===== config.mk =====
export PLATFORM = sky130hd
export DESIGN_NAME = srlof_merge
export DESIGN_NICKNAME = d
export VERILOG_FILES = /design/src/rtl/srlof_pkg.sv /design/src/rtl/srlof_merge.sv
export SDC_FILE = /design/constraint.sdc
export NUM_CORES = 1
export LEC_CHECK = 0
export BUFFER_PORTS_ARGS = -buffer_cell sky130_fd_sc_hd__clkbuf_2
export CELL_PAD_IN_SITES_DETAIL_PLACEMENT = 1
export CELL_PAD_IN_SITES_GLOBAL_PLACEMENT = 1
export CORE_MARGIN = 2
export CORE_UTILIZATION = 30
export CTS_CLUSTER_SIZE = 24
export DETAILED_ROUTE_END_ITERATION = 6
export PLACE_DENSITY_LB_ADDON = 0.12
export SLEW_MARGIN = 0
export SYNTH_ARGS = -nofsm -noshare
export SYNTH_HDL_FRONTEND = slang
export SYNTH_SLANG_ARGS = --single-unit

===== constraint.sdc =====
create_clock -name clk -period 2.1 [get_ports clk]
set_input_delay 0.315 -clock clk [delete_from_list [all_inputs] [get_ports clk]]
set_output_delay 0.315 -clock clk [all_outputs]
set_load 0.01 [all_outputs]

===== src/rtl/srlof_pkg.sv =====
// ----------------------------------------------------------------------------
// srlof_pkg
// Shared types, register indexes, reset values and saturation helper for the
// stereo RC output filter.
// ----------------------------------------------------------------------------
package srlof_pkg;

  localparam int CFG_INDEX_W = 3;
  localparam int CFG_DATA_W  = 32;

  typedef enum logic [CFG_INDEX_W-1:0] {
    REG_FILTER_MODE   = 3'd0,
    REG_MASTER_VOLUME = 3'd1,
    REG_LOWPASS_ALPHA = 3'd2,
    REG_HP_ALPHA_PRI  = 3'd3,
    REG_HP_ALPHA_ALT  = 3'd4,
    REG_BQ_FEED_GAIN  = 3'd5,
    REG_BQ_FEEDBACK1  = 3'd6,
    REG_BQ_FEEDBACK2  = 3'd7
  } reg_index_t;

  localparam int MODE_MODEL_A_BIT = 0;
  localparam int MODE_BIQUAD_BIT  = 1;

  typedef struct packed {
    logic [1:0]         filter_mode;
    logic [15:0]        master_volume;
    logic [30:0]        lowpass_alpha;
    logic [30:0]        highpass_alpha_primary;
    logic [30:0]        highpass_alpha_alternate;
    logic signed [31:0] biquad_feed_gain;
    logic signed [31:0] biquad_feedback_one;
    logic signed [31:0] biquad_feedback_two;
  } cfg_t;

  localparam logic [1:0]         RST_FILTER_MODE   = 2'd1;
  localparam logic [15:0]        RST_MASTER_VOLUME = 16'd16384;
  localparam logic [30:0]        RST_LOWPASS_ALPHA = 31'd490270000;
  localparam logic [30:0]        RST_HP_ALPHA_PRI  = 31'd783800;
  localparam logic [30:0]        RST_HP_ALPHA_ALT  = 31'd812800;
  localparam logic signed [31:0] RST_BQ_FEED_GAIN  = 32'sd38690000;
  localparam logic signed [31:0] RST_BQ_FEEDBACK1  = -32'sd1468560000;
  localparam logic signed [31:0] RST_BQ_FEEDBACK2  = 32'sd549650000;

  typedef struct packed {
    logic start;
    logic take;
  } lane_ctrl_t;

  typedef struct packed {
    logic busy;
    logic done;
  } lane_stat_t;

  localparam logic signed [65:0] SAT32_HI = 66'sd2147483647;
  localparam logic signed [65:0] SAT32_LO = -66'sd2147483648;

  function automatic logic signed [31:0] sat32(input logic signed [65:0] v);
    logic signed [31:0] r;
    if (v > SAT32_HI) begin
      r = 32'sh7FFFFFFF;
    end else if (v < SAT32_LO) begin
      r = 32'sh80000000;
    end else begin
      r = v[31:0];
    end
    return r;
  endfunction

endpackage


===== src/rtl/srlof_merge.sv =====
// ----------------------------------------------------------------------------
// srlof_merge
// Joins the left and right lane results into one stereo output transaction
// held in an output register.
// ----------------------------------------------------------------------------
module srlof_merge
  import srlof_pkg::*;
#(
  parameter int SAMPLE_WIDTH = 24
) (
  input  logic                           clk,
  input  logic                           rst,
  input  lane_stat_t                     stat_l,
  input  lane_stat_t                     stat_r,
  input  logic signed [SAMPLE_WIDTH-1:0] res_l,
  input  logic signed [SAMPLE_WIDTH-1:0] res_r,
  output logic                           take,
  output logic                           out_valid,
  input  logic                           out_ready,
  output logic signed [SAMPLE_WIDTH-1:0] left_out,
  output logic signed [SAMPLE_WIDTH-1:0] right_out
);

  assign take = stat_l.done && stat_r.done && (!out_valid || out_ready);

  always_ff @(posedge clk) begin
    if (rst) begin
      out_valid <= 1'b0;
    end else if (take) begin
      out_valid <= 1'b1;
    end else if (out_ready) begin
      out_valid <= 1'b0;
    end
  end

  always_ff @(posedge clk) begin
    if (take) begin
      left_out  <= res_l;
      right_out <= res_r;
    end
  end

endmodule


== Yosys cells after proc, flatten, opt, wreduce, memory -nomap -nowiden ==
Cells that the tools add are included.

* Register bits: 49
* Input bits: 55
* Output and inout port bits: 50

* Multiplexer cells: 2
* Reduce and logical (&&, ||, !) cells: 5

{| class="wikitable"
|+ Operator list
! cell !! count
|-
| logical AND 1 bit || 2
|-
| 2-to-1 mux 1 bit || 2
|-
| nonzero test 2 bit || 1
|-
| zero test 1 bit || 1
|-
| logical OR 1 bit || 1
|}

== Depth between registers and ports, before layout ==
* Word-level depth: 4
* Mapped depth: 2
* Mapped depth without buffers: 2

== Worst setup path before layout ==
OpenSTA, ideal clock, no wires.

* Path type: register to register
* Start point: register out_valid
* End point: register left_out[0] (enable)
* Library setup time: 391 ps
* Data arrival time: 1,254 ps
* Data required time: 1,709 ps
* Path slack: 454 ps
* Stages on the path, launching flop included: 3
* Path buffers: 0
* Clock period less this slack: 1,646 ps
* Cells stage by stage: dfxtp_1 > nand2b_4 > nor2b_4

* Cells in the longest elaborated chain, start to end: 3

{| class="wikitable"
|+ Ends and longest elaborated chain
! element !! line !! source
|-
| start: declaration || srlof_merge.sv:18 || <nowiki>output logic out_valid,</nowiki>
|-
| start signal: assignment || srlof_merge.sv:28 || <nowiki>out_valid <= 1'b0;</nowiki>
|-
| start signal: assignment || srlof_merge.sv:30 || <nowiki>out_valid <= 1'b1;</nowiki>
|-
| start signal: assignment || srlof_merge.sv:32 || <nowiki>out_valid <= 1'b0;</nowiki>
|-
| zero test 1 bit || srlof_merge.sv:24 || <nowiki>assign take = stat_l.done && stat_r.done && (!out_valid || out_ready);</nowiki>
|-
| logical OR 1 bit || srlof_merge.sv:24 ||
|-
| logical AND 1 bit || srlof_merge.sv:24 ||
|-
| via take || srlof_merge.sv:17 || <nowiki>output logic take,</nowiki>
|-
| end signal: assignment || srlof_merge.sv:38 || <nowiki>left_out <= res_l;</nowiki>
|-
| end: declaration || srlof_merge.sv:20 || <nowiki>output logic signed [SAMPLE_WIDTH-1:0] left_out,</nowiki>
|}

The timed path passes the listed nets, and every way through them passes these cells.
A chain may end at the register's enable or synchronous reset.

== Final worst setup path ==
* Start point: register out_valid
* End point: output port take

* Cells in the longest elaborated chain, start to end: 3

{| class="wikitable"
|+ Ends and longest elaborated chain
! element !! line
|-
| zero test 1 bit || srlof_merge.sv:24
|-
| logical OR 1 bit || srlof_merge.sv:24
|-
| logical AND 1 bit || srlof_merge.sv:24
|-
| end: declaration || srlof_merge.sv:17
|}

No other way between the ends.

==> impl_metrics.prom <==
# TYPE chip_impl_metric gauge
chip_impl_metric{name="postCtsHoldBufs",unit=""} 0
chip_impl_metric{name="min_delay_path_depth",unit=""} 2
chip_impl_info{name="cpMaxStageDelayCell",value="sky130_fd_sc_hd__dfxtp_1"} 1
chip_impl_metric{name="cp_slowest_stage_delay",unit="ns"} 0.34
chip_impl_metric{name="static-leakage-power",unit="nW"} 0.968
chip_impl_metric{name="vias",unit=""} 925
chip_impl_info{name="cts.root.buffer_cell",value="sky130_fd_sc_hd__clkbuf_8"} 1
chip_impl_metric{name="dp_hpwl",unit="mm"} 2.50
chip_impl_metric{name="timing.final.max_slew_violations",unit=""} 0
chip_impl_info{name="setup.worst_path.end_class",value="output port"} 1
chip_impl_metric{name="fin_total_pwr",unit="mW"} 1.90
chip_impl_metric{name="antenna_found_initial",unit=""} 0
chip_impl_info{name="largest_family_of_logic_cells_by_synthesized_area",value="simple AND/OR/NAND/NOR gates"} 1
chip_impl_metric{name="path_depth",unit=""} 4
chip_impl_metric{name="die_h",unit="microns"} 74.8
chip_impl_metric{name="htreeDepth",unit=""} 2
chip_impl_metric{name="synthesis.area_per_instance",unit="sq um"} 28.4
chip_impl_metric{name="period_minus_slack",unit="ns"} 1.59
chip_impl_metric{name="synth.area.mux_share",unit="%"} 0
chip_impl_metric{name="worst-slew-pin-transition",unit="ns"} 0.364
chip_impl_metric{name="post_synthesis_register_bit_count",unit=""} 49
chip_impl_metric{name="area_growth_syn_to_layout",unit="%"} 47.4
chip_impl_metric{name="total_clock_buffers_created_by_cts",unit=""} 5
chip_impl_metric{name="buffers_on_ports",unit=""} 102
chip_impl_info{name="path_delay_family",value="buffers and inverters"} 1
chip_impl_metric{name="global_route.usage.total",unit="%"} 11.3
chip_impl_metric{name="final.setup.worst_slack",unit="ns"} 0.509
chip_impl_info{name="hold_class",value="in2reg"} 1
chip_impl_metric{name="synth-compound-area-share",unit="%"} 0.582
chip_impl_metric{name="timing.critical_path.fanout_max",unit=""} 19
chip_impl_metric{name="drt_wl_total",unit="mm"} 3.08
chip_impl_metric{name="antenna_cells_inserted",unit=""} 0
chip_impl_metric{name="pwr_density_cell",unit="mW/mm^2"} 855
chip_impl_metric{name="initial_core_util",unit="%"} 31.4
chip_impl_metric{name="die-area",unit="sq mm"} 0.00560
chip_impl_info{name="path_class",value="reg2out"} 1
chip_impl_metric{name="timing.final.hold_violations",unit=""} 0
chip_impl_metric{name="slew_headroom",unit="%"} 75.8
chip_impl_info{name="startpoint_type",value="register"} 1
chip_impl_metric{name="leftover_overflow_at_the_end_of_global_routing",unit=""} 0
chip_impl_metric{name="detailed_place.area",unit="sq mm"} 0.00211
chip_impl_metric{name="drt_pass1_iterations",unit=""} 4
chip_impl_metric{name="worst_ir_drop_vdd",unit="mV"} 0.434
chip_impl_metric{name="worstPathBufferInverterCount",unit=""} 2
chip_impl_metric{name="drt_iter0_markers",unit=""} 69
chip_impl_metric{name="design.portCount",unit=""} 105
chip_impl_info{name="outcome",value="complete, no violations"} 1
chip_impl_info{name="tritoncts",value="yes"} 1
chip_impl_metric{name="sequential_fraction_of_the_synthesis_area",unit="%"} 97.2
chip_impl_metric{name="synth_adder_area_share",unit="%"} 0
chip_impl_metric{name="remaining_drc_errors",unit=""} 0
chip_impl_metric{name="max_freq",unit="MHz"} 628
chip_impl_metric{name="grt_start_max_net_pins",unit=""} 31
chip_impl_metric{name="routed_via_density",unit=""} 4.00
chip_impl_metric{name="arrival",unit="ns"} 1.28
chip_impl_metric{name="post_cts.resized_instances",unit=""} 0
chip_impl_metric{name="post_synth_instance_area",unit="sq mm"} 0.00150
chip_impl_metric{name="num_rows",unit=""} 25
chip_impl_metric{name="number_of_failing_setup_endpoints_in_the_final_timing_report",unit=""} 0
chip_impl_info{name="unrepaired_setup_endpoints_after_global_routing",value="false"} 1
chip_impl_metric{name="ff2ff_path_depth",unit=""} 3
chip_impl_metric{name="synth_cells",unit=""} 53
chip_impl_metric{name="timing.max_cap.violations",unit=""} 0
chip_impl_metric{name="cts_sinks",unit=""} 49
chip_impl_metric{name="wire_per_inst",unit="microns"} 13.3
chip_impl_metric{name="gpl.final_weighted_congestion",unit=""} 0.623
chip_impl_metric{name="period_share",unit="%"} 75.8
chip_impl_metric{name="post_cts_buffers",unit=""} 0
chip_impl_metric{name="final_nets",unit=""} 219
chip_impl_metric{name="yosysWarnings",unit=""} 0
chip_impl_metric{name="synth_simple_gate_area_share",unit="%"} 2.25
chip_impl_metric{name="core_region_area",unit="sq mm"} 0.00479
chip_impl_metric{name="preCtsSetupSlack",unit="ns"} 0.683
chip_impl_metric{name="clk_pin_slew_worst_paths",unit="ns"} 0.08
chip_impl_metric{name="cts.path.max_buffers",unit=""} 2
chip_impl_metric{name="setup_total_negative_slack",unit="ns"} 0
chip_impl_metric{name="finalInstanceArea",unit="sq mm"} 0.00222
chip_impl_metric{name="grt_first_pass_wirelength",unit="mm"} 4.51
chip_impl_metric{name="worstSkewPairLatency",unit="ns"} 0.29
chip_impl_info{name="timing.critical_path.cells",value="nand2b_4, nor2b_4, buf_4, clkbuf_2"} 1
chip_impl_metric{name="setup_skew",unit="ns"} 0.00556
chip_impl_metric{name="synthesis.nets",unit=""} 108
chip_impl_metric{name="die_w",unit="microns"} 74.8
chip_impl_metric{name="drive_gt1_share",unit="%"} 70.1
chip_impl_metric{name="critical_path_required",unit="ns"} 1.78
chip_impl_metric{name="first_global_vias",unit=""} 999
chip_impl_metric{name="drt.antenna.violating_nets",unit=""} 0
chip_impl_metric{name="synth-xor-area-share",unit="%"} 0
chip_impl_metric{name="synth_cell_types",unit=""} 6
[report_power, final]
group          total [mW]  switching, mW  internal (mW)
Sequential           1.13         0.0108           1.12
Combinational       0.134         0.0689         0.0648
Clock               0.628          0.282          0.346
Total                1.90          0.362           1.53
[worst paths after layout]
| path | end | startpoint | slack [ns] |
|---|---|---|---|
| worst max register to register | left_out[11] | out_valid | 0.86 |
| worst min register to register | out_valid | out_valid | 0.49 |
| worst max-delay path | take | out_valid | 0.51 |
| worst min-delay path | out_valid | rst | 0.17 |
[registers in the layout, summed over array words and instances, names as in the netlist]
name       count
right_out     24
left_out      24
out_valid      1
[cell type report]
type                    instances  area (sq um)
clock buffers                   5          68.8
clock inverters                 2          35.0
fillers                       502          2570
multi-input cells               4          42.5
flip-flops and latches         49          1460
well taps                      67          83.8
repair buffers                104           526
[cell usage after synthesis, drive strengths merged]
master | instances | area (sq um)
nand2 | 1 | 6.26
nand2b | 1 | 13.8
edfxtp | 48 | 1440
a21oi | 1 | 8.76
nor2b | 1 | 13.8
dfxtp | 1 | 20.0
[layout by cell type (no fill, tap or decap)]
cell                        count
sky130_fd_sc_hd__clkbuf_8       5
sky130_fd_sc_hd__bufinv_16      1
sky130_fd_sc_hd__dfxtp_1        1
sky130_fd_sc_hd__buf_4          2
sky130_fd_sc_hd__edfxtp_1      48
sky130_fd_sc_hd__nor2b_4        1
sky130_fd_sc_hd__nand2b_4       1
sky130_fd_sc_hd__nand2_2        1
sky130_fd_sc_hd__a21oi_2        1
sky130_fd_sc_hd__clkbuf_2     102
sky130_fd_sc_hd__clkinv_2       1
[through the flow]
stage          util, %  cells  hold WS, ns
6_report          46.3    231        0.173
3_3_place_gp      44.2    224        0.472
2_1_floorplan        -     53        0.377
3_5_place_dp      44.2    224        0.477
4_1_cts           46.3    231        0.156
5_1_grt           46.3    231        0.159
[routing by layer]
metal	wire, microns	vias to the layer above	global-route usage, %
met5	0	-	0
met4	34	0	4.76
met3	493	5	7.76
met2	1540	71	19.2
met1	1010	421	10.4
li1	-	428	-
[cell families (layout without fill, tap and decap cells)]
family | count (synthesis) | after routing
DFF | 49 | 49
and+or+nand+nor | 3 | 3
AOI/OAI and AO/OA | 1 | 1
buffers and inverters | 0 | 111
(Power assumes the default switching activity.)
